===== config.mk =====
export PLATFORM = sky130hd
export DESIGN_NAME = bit_banged_adc_poll_sequencer_unit_flat
export DESIGN_NICKNAME = d
export VERILOG_FILES = /design/src/hdl/bbaps_pkg.sv /design/src/hdl/bbaps_in_if.sv /design/src/hdl/bbaps_out_if.sv /design/src/hdl/bit_banged_adc_poll_sequencer_unit.sv /design/src/hdl/bbaps_frame.sv /design/src/flat_wrapper.sv
export VERILOG_INCLUDE_DIRS = /design/src /design/src/hdl
export SDC_FILE = /design/constraint.sdc
export NUM_CORES = 1
export LEC_CHECK = 0
export ABC_CLOCK_PERIOD_IN_PS = 3040
export BUFFER_PORTS_ARGS = -buffer_cell sky130_fd_sc_hd__buf_4
export CORE_MARGIN = 2
export CORE_UTILIZATION = 35
export CTS_CLUSTER_DIAMETER = 40
export DETAILED_ROUTE_END_ITERATION = 6
export PLACE_DENSITY_LB_ADDON = 0.3
export RECOVER_POWER = 100
export SYNTH_ARGS = -nofsm -noshare
export SYNTH_HDL_FRONTEND = slang
export SYNTH_SLANG_ARGS = --single-unit

===== constraint.sdc =====
create_clock -name clk -period 3.04 [get_ports clk]
set_input_delay 0.152 -clock clk [delete_from_list [all_inputs] [get_ports clk]]
set_output_delay 0.152 -clock clk [all_outputs]
set_load 0.01 [all_outputs]

===== src/hdl/bit_banged_adc_poll_sequencer_unit_macros.svh =====
// Assertion macros shared by the poll sequencer RTL.
`ifndef BIT_BANGED_ADC_POLL_SEQUENCER_UNIT_MACROS_SVH
`define BIT_BANGED_ADC_POLL_SEQUENCER_UNIT_MACROS_SVH

// Property that must hold at every clock edge outside reset.
`define BBAPS_ASSERT(lbl, prop, msg) \
  lbl: assert property (@(posedge clk) disable iff (rst) prop) else $error(msg);

// Antecedent in this cycle implies consequent in the next one.
`define BBAPS_ASSERT_NEXT(lbl, ante, cons, msg) \
  lbl: assert property (@(posedge clk) disable iff (rst) (ante) |=> (cons)) else $error(msg);

`endif


===== src/hdl/bbaps_pkg.sv =====
// Package with frame constants and shared types for the ADC poll sequencer.
package bbaps_pkg;

  typedef logic [5:0] step_t;

  // Frame schedule
  localparam step_t FRAME_LAST         = 6'd41;
  localparam step_t CS_RISE_STEP       = 6'd35;
  localparam step_t DATA_LAST_STEP     = 6'd16;
  localparam step_t CAPTURE_CLEAR_STEP = 6'd4;
  localparam step_t CAPTURE_FIRST      = 6'd12;
  localparam step_t CAPTURE_SHIFT_LAST = 6'd24;
  localparam step_t CAPTURE_FINAL      = 6'd26;

  // Command words for the two channels
  localparam logic [7:0] CMD_FORWARD   = 8'h08;
  localparam logic [7:0] CMD_REFLECTED = 8'h00;

  // Status byte bit positions
  localparam int unsigned ADC_BIT_POS  = 6;
  localparam int unsigned PTT_BIT_POS  = 7;
  localparam int unsigned DASH_BIT_POS = 4;
  localparam int unsigned DOT_BIT_POS  = 5;

  // Result of one frame step, from the frame sequencer to the top level
  typedef struct packed {
    logic       cs_n;
    logic       sclk;
    logic       mosi;
    logic [7:0] forward_level;
    logic [7:0] reflected_level;
    logic       forward_event;
  } frame_res_t;

endpackage


===== src/hdl/bbaps_in_if.sv =====
// Input channel: one status byte per poll tick.
interface bbaps_in_if;
  logic       valid;
  logic       ready;
  logic [7:0] status_byte;

  modport source (output valid, output status_byte, input ready);
  modport sink   (input valid, input status_byte, output ready);
endinterface


===== src/hdl/bbaps_out_if.sv =====
// Output channel: pin levels, power readings and key state per tick.
interface bbaps_out_if;
  logic       valid;
  logic       ready;
  logic       adc_cs_n;
  logic       adc_sclk;
  logic       adc_mosi;
  logic [7:0] forward_level;
  logic [7:0] reflected_level;
  logic       forward_event;
  logic       ptt_level;
  logic       dash_level;
  logic       dot_level;
  logic [2:0] key_changes;

  modport source (
    output valid, output adc_cs_n, output adc_sclk, output adc_mosi,
    output forward_level, output reflected_level, output forward_event,
    output ptt_level, output dash_level, output dot_level, output key_changes,
    input ready
  );
  modport sink (
    input valid, input adc_cs_n, input adc_sclk, input adc_mosi,
    input forward_level, input reflected_level, input forward_event,
    input ptt_level, input dash_level, input dot_level, input key_changes,
    output ready
  );
endinterface


===== src/hdl/bit_banged_adc_poll_sequencer_unit.sv =====
// Top level of the bit-banged serial ADC poll sequencer.
//
//  channel  direction  payload                                   accepted when
//  status   in         status_byte[7:0]                          valid && ready
//  result   out        pins, forward/reflected level, event,     valid && ready
//                      ptt/dash/dot levels, key_changes[2:0]
//
// One tick per clock: a status item is taken in any cycle in which the result
// register is empty or being drained, and its result appears in that register
// the next cycle. rst (synchronous) restarts the frame on the reflected
// channel and empties the result register. A stalled result holds the input
// side only while the register is full and not taken.
`include "bit_banged_adc_poll_sequencer_unit_macros.svh"

module bit_banged_adc_poll_sequencer_unit (
  input  logic               clk,
  input  logic               rst,
  bbaps_in_if.sink           status,
  bbaps_out_if.source        result
);

  logic                  accept;
  logic [2:0]            keys;
  logic [2:0]            key_levels;
  logic                  out_valid;
  bbaps_pkg::frame_res_t frame_res;

  assign status.ready = !out_valid || result.ready;
  assign accept       = status.valid && status.ready;

  // Key levels from the status byte: bit0 ptt, bit1 dash, bit2 dot
  assign keys = {status.status_byte[bbaps_pkg::DOT_BIT_POS],
                 status.status_byte[bbaps_pkg::DASH_BIT_POS],
                 status.status_byte[bbaps_pkg::PTT_BIT_POS]};

  bbaps_frame u_frame (
    .clk     (clk),
    .rst     (rst),
    .advance (accept),
    .adc_bit (status.status_byte[bbaps_pkg::ADC_BIT_POS]),
    .res     (frame_res)
  );

  // Previous key levels for change detection
  always_ff @(posedge clk) begin
    if (rst) begin
      key_levels <= 3'b000;
    end else if (accept) begin
      key_levels <= keys;
    end
  end

  // Result register valid flag
  always_ff @(posedge clk) begin
    if (rst) begin
      out_valid <= 1'b0;
    end else if (accept) begin
      out_valid <= 1'b1;
    end else if (result.ready) begin
      out_valid <= 1'b0;
    end
  end

  // Result register payload
  always_ff @(posedge clk) begin
    if (accept) begin
      result.adc_cs_n        <= frame_res.cs_n;
      result.adc_sclk        <= frame_res.sclk;
      result.adc_mosi        <= frame_res.mosi;
      result.forward_level   <= frame_res.forward_level;
      result.reflected_level <= frame_res.reflected_level;
      result.forward_event   <= frame_res.forward_event;
      result.ptt_level       <= keys[0];
      result.dash_level      <= keys[1];
      result.dot_level       <= keys[2];
      result.key_changes     <= keys ^ key_levels;
    end
  end

  assign result.valid = out_valid;

  `BBAPS_ASSERT_NEXT(a_accept_fills, accept, result.valid, "accepted item gave no result")
  `BBAPS_ASSERT(a_empty_ready, !result.valid |-> status.ready, "input blocked with empty result register")
  `BBAPS_ASSERT_NEXT(a_ptt_follows, accept, result.ptt_level == $past(status.status_byte[bbaps_pkg::PTT_BIT_POS]), "ptt level does not follow status bit")

endmodule


===== src/hdl/bbaps_frame.sv =====
// Frame sequencer: step counter, pin pattern, bit capture and stored readings.
`include "bit_banged_adc_poll_sequencer_unit_macros.svh"

module bbaps_frame (
  input  logic                   clk,
  input  logic                   rst,
  input  logic                   advance,
  input  logic                   adc_bit,
  output bbaps_pkg::frame_res_t  res
);

  bbaps_pkg::step_t step, step_next;
  logic             channel_is_forward, channel_is_forward_next;
  logic [7:0]       command_word, command_word_next;
  logic [7:0]       capture_shift, capture_shift_next;
  logic [7:0]       forward_value, forward_value_next;
  logic [7:0]       reflected_value, reflected_value_next;
  logic             cs_n, cs_n_next;
  logic             sclk, sclk_next;
  logic             mosi, mosi_next;
  logic             event_next;
  bbaps_pkg::step_t step_m1;
  logic [2:0]       bit_idx;
  logic             frame_end;

  // Next state for one tick
  always_comb begin
    step_m1   = step - 6'd1;
    bit_idx   = step_m1[3:1];
    frame_end = (step >= bbaps_pkg::FRAME_LAST);

    // command word is chosen at the start of the frame and used right away
    if (step == 6'd0) begin
      command_word_next = channel_is_forward ? bbaps_pkg::CMD_FORWARD
                                             : bbaps_pkg::CMD_REFLECTED;
    end else begin
      command_word_next = command_word;
    end

    // pin pattern; idle steps after cs rise hold the pins
    if (step > bbaps_pkg::CS_RISE_STEP) begin
      cs_n_next = cs_n;
      sclk_next = sclk;
      mosi_next = mosi;
    end else begin
      cs_n_next = (step == bbaps_pkg::CS_RISE_STEP);
      sclk_next = (step == bbaps_pkg::CS_RISE_STEP) || !step[0];
      if (step == 6'd0) begin
        mosi_next = command_word_next[7];
      end else if (step <= bbaps_pkg::DATA_LAST_STEP) begin
        mosi_next = command_word_next[~bit_idx];
      end else begin
        mosi_next = 1'b0;
      end
    end

    // capture of the conversion result, MSB first
    if (step == bbaps_pkg::CAPTURE_CLEAR_STEP) begin
      capture_shift_next = 8'h00;
    end else if (step inside {[bbaps_pkg::CAPTURE_FIRST:bbaps_pkg::CAPTURE_SHIFT_LAST]}
                 && !step[0]) begin
      capture_shift_next = {capture_shift[6:0] | {6'd0, adc_bit}, 1'b0};
    end else if (step == bbaps_pkg::CAPTURE_FINAL) begin
      capture_shift_next = capture_shift | {7'd0, adc_bit};
    end else begin
      capture_shift_next = capture_shift;
    end

    // end of frame: store the reading and swap channels
    forward_value_next      = forward_value;
    reflected_value_next    = reflected_value;
    channel_is_forward_next = channel_is_forward;
    event_next              = 1'b0;
    if (frame_end) begin
      if (channel_is_forward) begin
        forward_value_next = capture_shift;
        event_next         = 1'b1;
      end else begin
        reflected_value_next = capture_shift;
      end
      channel_is_forward_next = !channel_is_forward;
      step_next               = 6'd0;
    end else begin
      step_next = step + 6'd1;
    end

    res.cs_n            = cs_n_next;
    res.sclk            = sclk_next;
    res.mosi            = mosi_next;
    res.forward_level   = forward_value_next;
    res.reflected_level = reflected_value_next;
    res.forward_event   = event_next;
  end

  // State registers, updated once per accepted tick
  always_ff @(posedge clk) begin
    if (rst) begin
      step               <= 6'd0;
      channel_is_forward <= 1'b0;
      command_word       <= 8'h00;
      capture_shift      <= 8'h00;
      forward_value      <= 8'h00;
      reflected_value    <= 8'h00;
      cs_n               <= 1'b0;
      sclk               <= 1'b1;
      mosi               <= 1'b0;
    end else if (advance) begin
      step               <= step_next;
      channel_is_forward <= channel_is_forward_next;
      command_word       <= command_word_next;
      capture_shift      <= capture_shift_next;
      forward_value      <= forward_value_next;
      reflected_value    <= reflected_value_next;
      cs_n               <= cs_n_next;
      sclk               <= sclk_next;
      mosi               <= mosi_next;
    end
  end

  `BBAPS_ASSERT(a_step_in_frame, step <= bbaps_pkg::FRAME_LAST, "frame step past end of frame")
  `BBAPS_ASSERT(a_event_only_forward, res.forward_event |-> (frame_end && channel_is_forward), "forward event outside a forward frame end")
  `BBAPS_ASSERT_NEXT(a_swap_at_end, advance && frame_end, step == 6'd0 && channel_is_forward != $past(channel_is_forward), "channel not swapped at frame end")

endmodule


===== src/flat_wrapper.sv =====
// flat-port wrapper written by rule: the top's interface ports become plain ports
module bit_banged_adc_poll_sequencer_unit_flat 
  (clk, rst, status_valid, status_status_byte, status_ready, result_valid, result_adc_cs_n, result_adc_sclk, result_adc_mosi, result_forward_level, result_reflected_level, result_forward_event, result_ptt_level, result_dash_level, result_dot_level, result_key_changes, result_ready);
  bbaps_in_if status_i ();
  bbaps_out_if result_i ();
  input  logic clk;
  input  logic rst;
  input wire logic [$bits(status_i.valid)-1:0] status_valid;
  input wire logic [$bits(status_i.status_byte)-1:0] status_status_byte;
  output wire logic [$bits(status_i.ready)-1:0] status_ready;
  output wire logic [$bits(result_i.valid)-1:0] result_valid;
  output wire logic [$bits(result_i.adc_cs_n)-1:0] result_adc_cs_n;
  output wire logic [$bits(result_i.adc_sclk)-1:0] result_adc_sclk;
  output wire logic [$bits(result_i.adc_mosi)-1:0] result_adc_mosi;
  output wire logic [$bits(result_i.forward_level)-1:0] result_forward_level;
  output wire logic [$bits(result_i.reflected_level)-1:0] result_reflected_level;
  output wire logic [$bits(result_i.forward_event)-1:0] result_forward_event;
  output wire logic [$bits(result_i.ptt_level)-1:0] result_ptt_level;
  output wire logic [$bits(result_i.dash_level)-1:0] result_dash_level;
  output wire logic [$bits(result_i.dot_level)-1:0] result_dot_level;
  output wire logic [$bits(result_i.key_changes)-1:0] result_key_changes;
  input wire logic [$bits(result_i.ready)-1:0] result_ready;
  assign status_i.valid = status_valid;
  assign status_i.status_byte = status_status_byte;
  assign status_ready = status_i.ready;
  assign result_valid = result_i.valid;
  assign result_adc_cs_n = result_i.adc_cs_n;
  assign result_adc_sclk = result_i.adc_sclk;
  assign result_adc_mosi = result_i.adc_mosi;
  assign result_forward_level = result_i.forward_level;
  assign result_reflected_level = result_i.reflected_level;
  assign result_forward_event = result_i.forward_event;
  assign result_ptt_level = result_i.ptt_level;
  assign result_dash_level = result_i.dash_level;
  assign result_dot_level = result_i.dot_level;
  assign result_key_changes = result_i.key_changes;
  assign result_i.ready = result_ready;
  bit_banged_adc_poll_sequencer_unit u_core (.clk(clk), .rst(rst), .status(status_i), .result(result_i));
endmodule

==> results of run 1 <==
synthesized netlist by cell type (3+ instances only):
master    number  area, sq um
a21oi_1       17         85.1
and2_1         3         18.8
and3_1         9         56.3
clkbuf_1      10         37.5
dfxtp_1       46          921
edfxtp_1      26          781
ha_1           5         62.6
inv_1          6         22.5
mux2_2        16          180
mux2i_1       19          190
nand2_1       35          131
nand3_1       13         65.1
nor2_1         8         30.0
o21ai_0        7         35.0
o31ai_1        5         37.5
xnor2_1        4         35.0
xor2_1         7         61.3
cell usage in the layout (no fill, tap or decap), types with 3 or more instances in the layout:
master,count
a21oi_1,17
and2_1,3
and3_1,9
buf_4,6
clkbuf_1,35
clkbuf_8,9
clkinv_4,4
dfxtp_1,46
dlygate4sd3_1,3
edfxtp_1,26
ha_1,5
inv_1,7
mux2_2,16
mux2i_1,19
nand2_1,35
nand3_1,13
nor2_1,8
nor3_1,3
o21ai_0,7
o31ai_1,5
xnor2_1,4
xor2_1,7
path summary, 6_finish.rpt:
check | from | to | slack (ps) | cells after the start
min reg2reg | u_core.u_frame.forward_value[0] | u_core.u_frame.forward_value[0] | 460 | 2
min | rst | u_core.u_frame.capture_shift[5] | 130 | 2
max | u_core.u_frame.step[0] | u_core.result.forward_level[3] | 470 | 6
max reg2reg | u_core.u_frame.step[0] | u_core.result.forward_level[3] | 470 | 6
per-layer routing:
| metal | part of all wire (%) | up-vias |
|---|---|---|
| met1 | 47 | 1009 |
| met2 | 49 | 34 |
| met4 | 1.1 | 0 |
| li1 | - | 1081 |
| met3 | 3.4 | 7 |
| met5 | 0 | - |
cells by family (layout without fill, tap and decap cells):
| logic type | after synthesis | count (layout) |
|---|---|---|
| muxes | 36 | 36 |
| AOI/OAI and AO/OA | 40 | 40 |
| xor gates and xnor gates | 11 | 11 |
| and+or+nand+nor | 89 | 89 |
| adders and majority gates | 5 | 5 |
| buffers and inverters | 24 | 69 |
| DFF | 72 | 72 |
worst max-delay path: stages, from the launching register on:
cell	delay (ps)
dfxtp_1	380
inv_1	160
ha_1	200
or3b_2	500
a21oi_4	230
nand3b_1	440
mux2_2	400
cell type report:
type / count / area, sq um / share of cell area, %
clock inverters: 7 / 104 / 2.91
inverters: 9 / 33.8 / 0.947
repair buffers: 44 / 206 / 5.79
well taps: 108 / 135 / 3.79
clock buffers: 9 / 124 / 3.47
flip-flops and latches: 72 / 1700 / 47.7
multi-input cells: 181 / 1260 / 35.4
registers in the layout, indices dropped and copies added, names as in the netlist, 3 cells and up:
signal,cells
u_core.result.reflected_level,8
u_core.u_frame.reflected_value,8
u_core.u_frame.capture_shift,8
u_core.u_frame.forward_value,8
u_core.u_frame.step,6
u_core.u_frame.command_word,8
u_core.result.forward_level,8
u_core.key_levels,3
u_core.result.key_changes,3
power by group through the flow:
stage	clock network, mW	logic, mW	registers, mW
final	0.835	0.141	1.04
after CTS	0.865	0.166	1.04
after global placement	0	0.161	1.06
after global routing	0.902	0.158	1.04
after detailed placement	0	0.162	1.06
after floorplan	0	0.0875	1.07
timing repair:
item	in CTS	in global routing
resized for setup	0	0
hold buffers	3	0
hold endpoints to repair	3	0
==> reports/metrics.cfg, run 1 <==
[outcome]
status = finished clean

[pwr]
p_leak_nw = 1.36
ir_worst_vdd_v = 0.000183
p_comb_share_pct = 7.0
clockPowerShare_pct = 41.5
pwr-share-seq_pct = 51.5
power_mw = 2.01
switching_share_pct = 23.2
p_int_mw = 1.55
cellPowerDensity_nw_per_um2 = 565
p_sw_mw = 0.468

[min_path]
hold_class = input pin to flop

[cts]
tritoncts = built
clkTransAtPathRegs_ps = 80
clockBufferDepth = 2
htree_levels = 3
cts.sinks = 72
cts_made_buffers = 9
cts_setup_buffers = 0
clk_root_buffer_cell = clkbuf_8
worstSkewPairLatency_ps = 340

[sta]
period_share_pct = 84.6
whs_ps = 129
rsz0062_at_grt = false
fin_ws_ps = 467
layout_min_cycle_time_ps = 2570
relSlewSlack_pct = 37.8
drv_slew = 0
fin_skew_ps = 6.88
finalSetupViolations = 0
setup-tns-final_ps = 0
worst_slew_pin_slew_ps = 932
max_freq_mhz = 389
hold_viol = 0

[logic_synthesis]
synthSimpleGateAreaFrac_pct = 15.2
synth_top_family_by_area = simple AND/OR/NAND/NOR gates
ys_seq_area_share_pct = 55.2
yosys.area_share.adder_pct = 2.03
ys_types = 48
netlist_area_sq_um = 3090
synth-xor-area-share_pct = 3.12
syn_inst = 277
yosysWarnings = 0
synth_edf_count = 26
yosys-mux-area-fraction_pct = 12.7
syn-num-nets = 294
synth_compound_area_share_pct = 8.35
async_flop_share_pct = 0
synth-seq-cells = 72
syn_avg_cell_area_sq_um = 11.1
synth_ff_type = dfxtp_1

[layout]
final_util_pct = 41.3
drive_above_1_share_pct = 13.4
syn2layout_area_growth_pct = 15.6
final_nets = 334
fillers = 884
instances_no_fill = 430
diodes = 0
finalInstanceArea_sq_um = 3570

[global_routing]
antenna_found_initial = 0
grt_use_met3_pct = 3.29
grt_max_degree = 25
grt_pass1_vias = 2202
grt_util_met2_pct = 22.6
track_usage_pct = 13.2
grt_busiest_layer = met2
use_met1_pct = 16.1
grt_pass1_wl_mm = 10.2
grt_overflow_total = 0

[floorplanning]
die_w_microns = 97.9
die-area_sq_um = 9580
io_pins = 40
rows = 34
fp.dieH_microns = 97.9
initial_core_util_pct = 35.7
core_area_sq_um = 8640

[worst_setup_path]
cp-start-kind = flop
path_max_fanout = 9
end_kind = flop
cp.arrival_ps = 2670
critPathKind = flop to flop
required_ps = 3130

[routing]
via_per_inst = 4.96
drt_first_pass_iters = 4
drc = 0
vias = 2131
drt-initial-drc-count = 98
ant_nets = 0
drt_wl_total_mm = 5.96
wire_per_inst_microns = 13.9

[placed_design]
dp.cells = 411
place_congestion = 0.819
place_area_sq_um = 3460
portBuffers = 35
dp_hpwl_mm = 4.07
place_ws_ps = 599

[job]
cap_violations = 0

Note: power is estimated with default switching activity, not from simulation.
==> run 2: changes to the inputs <==
Settings changed: ABC_CLOCK_PERIOD_IN_PS 3040 to 2300.
Clock period 3.04 ns to 2.3 ns, I/O delays scaled along.
==> run 2 against run 1 <==
Critical path depth unchanged. Clock-buffer cell count stayed put. Core utilization increased by 1.6 points. Register-to-register slack lost 370 ps. Hold slack got worse by 52 ps. Sequential share of layout area decreased by 1.8 points. Clock skew is 6.0 ps higher. First-iteration DRC count down 3.1%. Via count increased by 3.1%. Global-route usage grew 0.47 points. Combinational power increased by 52%. Critical endpoint is now u_core.result.reflected_level[1]. Largest cell class unchanged. Largest power group unchanged.
==> reports/metrics.cfg, run 2 (synthesis gave the netlist of run 1 again) <==
[sta]
relSlewSlack_pct = 47.0  ; was 37.8%
hold_viol = 0  ; unchanged
finalSetupViolations = 0  ; unchanged
max_freq_mhz = 453  ; was 389 MHz
setup-tns-final_ps = 0  ; unchanged
fin_skew_ps = 12.9  ; was 6.88 ps
period_share_pct = 96.0  ; was 84.6%
drv_slew = 0  ; unchanged
rsz0062_at_grt = false  ; unchanged
worst_slew_pin_slew_ps = 791  ; was 932 ps
fin_ws_ps = 92.7  ; was 467 ps
layout_min_cycle_time_ps = 2210  ; was 2570 ps

[placed_design]
place_congestion = 0.839  ; was 0.819
portBuffers = 35  ; unchanged
place_ws_ps = 81.7  ; was 599 ps
dp_hpwl_mm = 4.11  ; was 4.07 mm

[global_routing]
track_usage_pct = 13.7  ; was 13.2%
grt_overflow_total = 0  ; unchanged
grt_pass1_vias = 2185  ; was 2,202
grt_pass1_wl_mm = 10.5  ; was 10.2 mm
antenna_found_initial = 0  ; unchanged
grt_max_degree = 33  ; was 25

[pwr]
pwr-share-seq_pct = 50.4  ; was 51.5%
p_comb_share_pct = 7.9  ; was 7.0%
p_leak_nw = 1.48  ; was 1.36 nW
p_sw_mw = 0.652  ; was 0.468 mW
ir_worst_vdd_v = 0.000337  ; was 0.000183 V
p_int_mw = 2.06  ; was 1.55 mW
cellPowerDensity_nw_per_um2 = 732  ; was 565 nW/um^2
switching_share_pct = 24.0  ; was 23.2%
clockPowerShare_pct = 41.7  ; was 41.5%

[layout]
fillers = 829  ; was 884
diodes = 0  ; unchanged
drive_above_1_share_pct = 18.9  ; was 13.4%
mostFrequentLayoutCells = 46 x dfxtp_1, 35 x nand2_1, 33 x clkbuf_1  ; was 46 x dfxtp_1, 35 x nand2_1, 35 x clkbuf_1
final_common_cell = dfxtp_1  ; unchanged
final_nets = 346  ; was 334
syn2layout_area_growth_pct = 20.0  ; was 15.6%

[routing]
via_per_inst = 4.97  ; was 4.96
drt_first_pass_iters = 4  ; unchanged
drc = 0  ; unchanged
vias = 2198  ; was 2,131
drt-initial-drc-count = 95  ; was 98
drt_wl_total_mm = 6.23  ; was 5.96 mm
ant_nets = 0  ; unchanged
wire_per_inst_microns = 14.1  ; was 13.9 microns

[worst_setup_path]
r2r_end = u_core.result.reflected_level[1]  ; was u_core.result.forward_level[3]
critPathKind = flop to flop  ; unchanged
cp-startpoint = u_core.u_frame.step[0]  ; unchanged
path_max_fanout = 8  ; was 9
r2r-start = u_core.u_frame.step[0]  ; unchanged
required_ps = 2400  ; was 3130 ps
reg2reg_depth = 6  ; unchanged
worstSetupEndpoint = u_core.result.reflected_level[1]  ; was u_core.result.forward_level[3]
cp.arrival_ps = 2310  ; was 2670 ps
end_kind = flop  ; unchanged
cp-start-kind = flop  ; unchanged
rrSetupSlack_ps = 90  ; was 470 ps

[floorplanning]
fp.dieH_microns = 97.9  ; unchanged
core_area_sq_um = 8640  ; unchanged
die-area_sq_um = 9580  ; unchanged
initial_core_util_pct = 35.7  ; unchanged
die_w_microns = 97.9  ; unchanged
io_pins = 40  ; unchanged
rows = 34  ; unchanged

[job]
cap_violations = 0  ; unchanged

[cts]
clk_root_buffer_cell = clkbuf_8  ; unchanged
cts_made_buffers = 9  ; unchanged
worstSkewPairLatency_ps = 350  ; was 340 ps
htree_levels = 3  ; unchanged
cts.sinks = 72  ; unchanged
cts_setup_buffers = 0  ; unchanged
clkTransAtPathRegs_ps = 90  ; was 80 ps
clockBufferDepth = 2  ; unchanged
tritoncts = built  ; unchanged

[outcome]
status = finished clean  ; unchanged

[min_path]
hold_class = input pin to flop  ; unchanged

[run 2: changes by cell type in the layout (fill, tap and decap cells not counted), sizes merged]
cell,delta
inv,+1
buf,+12
clkinv,-1
[run 2: power by group through the flow]
| stage | registers (mW) | logic (mW) | clock network (mW) |
|---|---|---|---|
| after detailed placement | 1.40 | 0.237 | 0 |
| after global placement | 1.40 | 0.234 | 0 |
| final | 1.37 | 0.215 | 1.13 |
| after floorplan | 1.41 | 0.116 | 0 |
| after global routing | 1.37 | 0.236 | 1.21 |
| after CTS | 1.37 | 0.242 | 1.16 |
[run 2: timing repair]
action / CTS / global route
hold endpoints to repair: 3 / 0
hold buffers: 3 / 0
endpoints found under the setup margin: 0 / 18
gates resized for setup: 0 / 4
[run 2: how the worst min path moves through the flow]
stage,slack [ps],startpoint,cells past startpoint,to
after floorplan,210,status_status_byte[4],0,u_core.result.dash_level
after global placement,320,status_status_byte[4],1,u_core.result.dash_level
after detailed placement,320,status_status_byte[7],1,u_core.result.ptt_level
after CTS,70,rst,2,u_core.u_frame.capture_shift[3]
after global routing,70,rst,2,u_core.u_frame.capture_shift[3]
final,80,rst,2,u_core.u_frame.capture_shift[3]
[run 2: layout make-up]
| cell class | count | area [sq um] | area share [%] |
|---|---|---|---|
| sequential | 72 | 1700 | 45.9 |
| multi-input combinational | 181 | 1310 | 35.3 |
| timing repair buffer | 56 | 299 | 8.07 |
| tap | 108 | 135 | 3.65 |
| clock buffer | 9 | 124 | 3.34 |
| clock inverter | 7 | 103 | 2.77 |
| inverter | 9 | 33.8 | 0.912 |
[run 2: stage by stage]
stage,instance area [sq um],hold WS (ps),std cells,utilization (%),total power [mW]
2_1_floorplan,3090,214,277,-,1.53
3_3_place_gp,3550,319,423,41.1,1.63
3_5_place_dp,3550,321,423,41.1,1.63
4_1_cts,3800,66.3,442,44.0,2.77
5_1_grt,3700,72.2,442,42.9,2.81
6_report,3700,76.9,442,42.9,2.71
[run 2: worst max-delay path, stage by stage, from the launching register on]
cell	delay, ps
dfxtp_1	350
inv_1	80
ha_1	220
or3b_2	230
a21oi_4	70
nor3_2	600
mux2_2	410
[run 2: layer usage]
metal	wire, microns	vias up	GRT usage [%]	part of all wire [%]
met3	321	7	3.29	5.2
met5	0	-	0	0
li1	-	1094	-	-
met1	2810	1039	17.3	45
met2	2990	58	21.8	48
met4	107	0	7.26	1.7
==> run 3: changes to the inputs <==
Settings changed: ABC_AREA set to 1.
==> run 3 against run 2 <==
Sequential cell count unchanged. Sequential share of layout area grew 1.2 points. Core utilization decreased by 1.9 points. Register-to-register slack better by 220 ps. Global-route usage is 0.86 points lower. Critical path depth increased by 4. Wire length fell by 5.9%. Synthesized cell count up 25%. Die area is 3.7% higher. Clock power grew 8%. Via count up 6.1%. Maximum frequency grew 11%. Largest power group unchanged.
==> reports/metrics.cfg, run 3 <==
[logic_synthesis]
syn_avg_cell_area_sq_um = 9.23  ; was 11.1 sq um
netlist_top_cells_area = dfxtp_1 29%, edfxtp_1 24%, o21ai_2 6.8%  ; was dfxtp_1 30%, edfxtp_1 25%, mux2i_1 6.2%
ys_seq_area_share_pct = 53.1  ; was 55.2%
synth.top_cell.area_share_pct = 28.8  ; was 29.8%
synth.most_common_cell = inv_1  ; was dfxtp_1
syn-num-nets = 364  ; was 294
yosysWarnings = 0  ; unchanged
yosys-top-cells-count = 53 x inv_1, 46 x dfxtp_1, 46 x nand2_1, 33 x a21oi_1  ; was 46 x dfxtp_1, 35 x nand2_1, 26 x edfxtp_1, 19 x mux2i_1, 17 x a21oi_1
syn_inst = 347  ; was 277
netlist_area_sq_um = 3200  ; was 3090 sq um
async_flop_share_pct = 0  ; unchanged
synth.largest_area_cell = dfxtp_1  ; unchanged
ys_types = 33  ; was 48
synth-seq-cells = 72  ; unchanged
synth_edf_count = 26  ; unchanged
synth_ff_type = dfxtp_1  ; unchanged

[routing]
vias = 2331  ; was 2,198
drt_first_pass_iters = 4  ; unchanged
drt-initial-drc-count = 91  ; was 95
via_per_inst = 4.67  ; was 4.97
drc = 0  ; unchanged
ant_nets = 0  ; unchanged
wire_per_inst_microns = 11.7  ; was 14.1 microns
drt_wl_total_mm = 5.86  ; was 6.23 mm

[global_routing]
track_usage_pct = 12.9  ; was 13.7%
grt_pass1_wl_mm = 9.89  ; was 10.5 mm
grt_overflow_total = 0  ; unchanged
grt_max_degree = 49  ; was 33
antenna_found_initial = 0  ; unchanged
grt_pass1_vias = 2094  ; was 2,185

[worst_setup_path]
worstSetupEndpoint = u_core.u_frame.forward_value[5]  ; was u_core.result.reflected_level[1]
required_ps = 2540  ; was 2400 ps
crit_slowest_cell = nor2_4  ; was nor3_2
cp.arrival_ps = 2230  ; was 2310 ps
cp-startpoint = u_core.u_frame.step[0]  ; unchanged
reg2reg_depth = 10  ; was 6
path_max_fanout = 17  ; was 8
slowest_delay_ps = 440  ; was 600 ps
r2r_end = u_core.u_frame.forward_value[5]  ; was u_core.result.reflected_level[1]
r2r-start = u_core.u_frame.step[0]  ; unchanged
cp_top_family = simple AND/OR/NAND/NOR gates  ; unchanged
critPathKind = flop to flop  ; unchanged
cp-start-kind = flop  ; unchanged
rrSetupSlack_ps = 310  ; was 90 ps
path_buf_inv = 2  ; was 1
path_cells = inv_1, ha_1, nand2_2, o21ai_2, nand2_2, nand2_4, nor2_4, o21ai_2, o21ai_0, inv_1  ; was inv_1, ha_1, or3b_2, a21oi_4, nor3_2, mux2_2
cp.depth = 10  ; was 6
end_kind = flop  ; unchanged

[cts]
cts_setup_buffers = 0  ; unchanged
clk_root_buffer_cell = clkbuf_8  ; unchanged
clkTransAtPathRegs_ps = 70  ; was 90 ps
htree_levels = 3  ; unchanged
clockBufferDepth = 2  ; unchanged
cts_resized = 0  ; unchanged
worstSkewPairLatency_ps = 340  ; was 350 ps
cts-hold-fix-buffers = 3  ; unchanged
cts.sinks = 72  ; unchanged
cts_made_buffers = 9  ; unchanged
tritoncts = built  ; unchanged

[sta]
finalSetupViolations = 0  ; unchanged
relSlewSlack_pct = 62.9  ; was 47.0%
rsz0062_at_grt = false  ; unchanged
max_freq_mhz = 502  ; was 453 MHz
drv_slew = 0  ; unchanged
worst_slew_pin_slew_ps = 554  ; was 791 ps
setup-tns-final_ps = 0  ; unchanged
hold_viol = 0  ; unchanged
fin_skew_ps = 4.20  ; was 12.9 ps
period_share_pct = 86.6  ; was 96.0%
layout_min_cycle_time_ps = 1990  ; was 2210 ps

[placed_design]
portBuffers = 35  ; unchanged
place_area_sq_um = 3510  ; was 3550 sq um
dp_hpwl_mm = 3.81  ; was 4.11 mm
place_congestion = 0.866  ; was 0.839

[floorplanning]
io_pins = 40  ; unchanged
initial_core_util_pct = 36.4  ; was 35.7%
core_area_sq_um = 8810  ; was 8640 sq um
rows = 34  ; unchanged
fp.dieH_microns = 99.7  ; was 97.9 microns
die-area_sq_um = 9930  ; was 9580 sq um
die_w_microns = 99.7  ; was 97.9 microns

[layout]
final_common_cell = inv_1  ; was dfxtp_1
diodes = 0  ; unchanged
final_nets = 403  ; was 346
mostFrequentLayoutCells = 53 x inv_1, 47 x nand2_1, 46 x dfxtp_1  ; was 46 x dfxtp_1, 35 x nand2_1, 33 x clkbuf_1
finalInstanceArea_sq_um = 3610  ; was 3700 sq um
drive_above_1_share_pct = 13.3  ; was 18.9%
syn2layout_area_growth_pct = 12.7  ; was 20.0%

[job]
cap_violations = 0  ; unchanged

[pwr]
ir_worst_vdd_v = 0.000290  ; was 0.000337 V
p_leak_nw = 1.47  ; was 1.48 nW
cellPowerDensity_nw_per_um2 = 806  ; was 732 nW/um^2

[min_path]
hold_class = input pin to flop  ; unchanged

[outcome]
status = finished clean  ; unchanged

run 3: cell count changes in the layout (fill, tap and decap cells not counted), sizes merged, moves of 5 or more:
cell / change
mux2i: -19
and3: -9
mux2: -16
nand2: +23
inv: +45
o21ai: +41
nor2: +21
o31ai: -5
a21oi: +15
buf: -12
run 3: cell type report:
cell class	instances	area, sq um
repair buffers	40	191
inverters	56	210
flip-flops and latches	72	1700
clock inverters	5	104
clock buffers	11	141
multi-input cells	207	1130
well taps	108	135
fillers	908	5200
run 3: worst min path at each step:
stage                           from                  endpoint  cells past startpoint
2_1_floorplan  status_status_byte[4]  u_core.result.dash_level                      0
3_3_place_gp   status_status_byte[5]   u_core.result.dot_level                      1
3_5_place_dp   status_status_byte[5]   u_core.result.dot_level                      1
5_1_grt                 result_ready       u_core.result.valid                      4
6_report                result_ready       u_core.result.valid                      4
4_1_cts                 result_ready       u_core.result.valid                      4
run 3: report_power, final:
group	total [mW]	internal (mW)	leakage, nW	switching (mW)
logic	0.275	0.0932	0.708	0.182
registers	1.42	1.40	0.635	0.0215
clock network	1.22	0.751	0.124	0.465
run 3: cells by family (layout without fill, tap and decap cells):
logic type	Yosys count	count (layout)	synth area share, %
xor+xnor	8	8	2.19
buf+inv	68	112	10.1
simple gates	110	110	16.4
fa+ha+maj	5	5	1.95
flops	72	72	53.1
compound gates	84	84	16.3
run 3: per-layer routing:
layer	up-vias	routed length (microns)	GRT usage, %
met5	-	0	0
met4	0	102	6.32
met3	7	251	4.08
met2	41	2610	19.0
met1	1072	2890	17.0
li1	1211	-	-
run 3: worst min-delay path, stage by stage:
cell,delay (ps)
buf_4,70
inv_1,30
nand2_1,80
a21oi_1,70
run 3: metrics by stage:
stage	utilization [%]	hold slack (ps)	instances	setup WS (ps)	total power, mW
5_1_grt	41.0	84.0	499	138	3.05
2_1_floorplan	-	214	347	229	1.66
4_1_cts	42.9	69.8	499	463	2.99
3_3_place_gp	39.8	317	480	495	1.75
3_5_place_dp	39.8	319	480	489	1.76
6_report	41.0	63.4	499	308	2.91
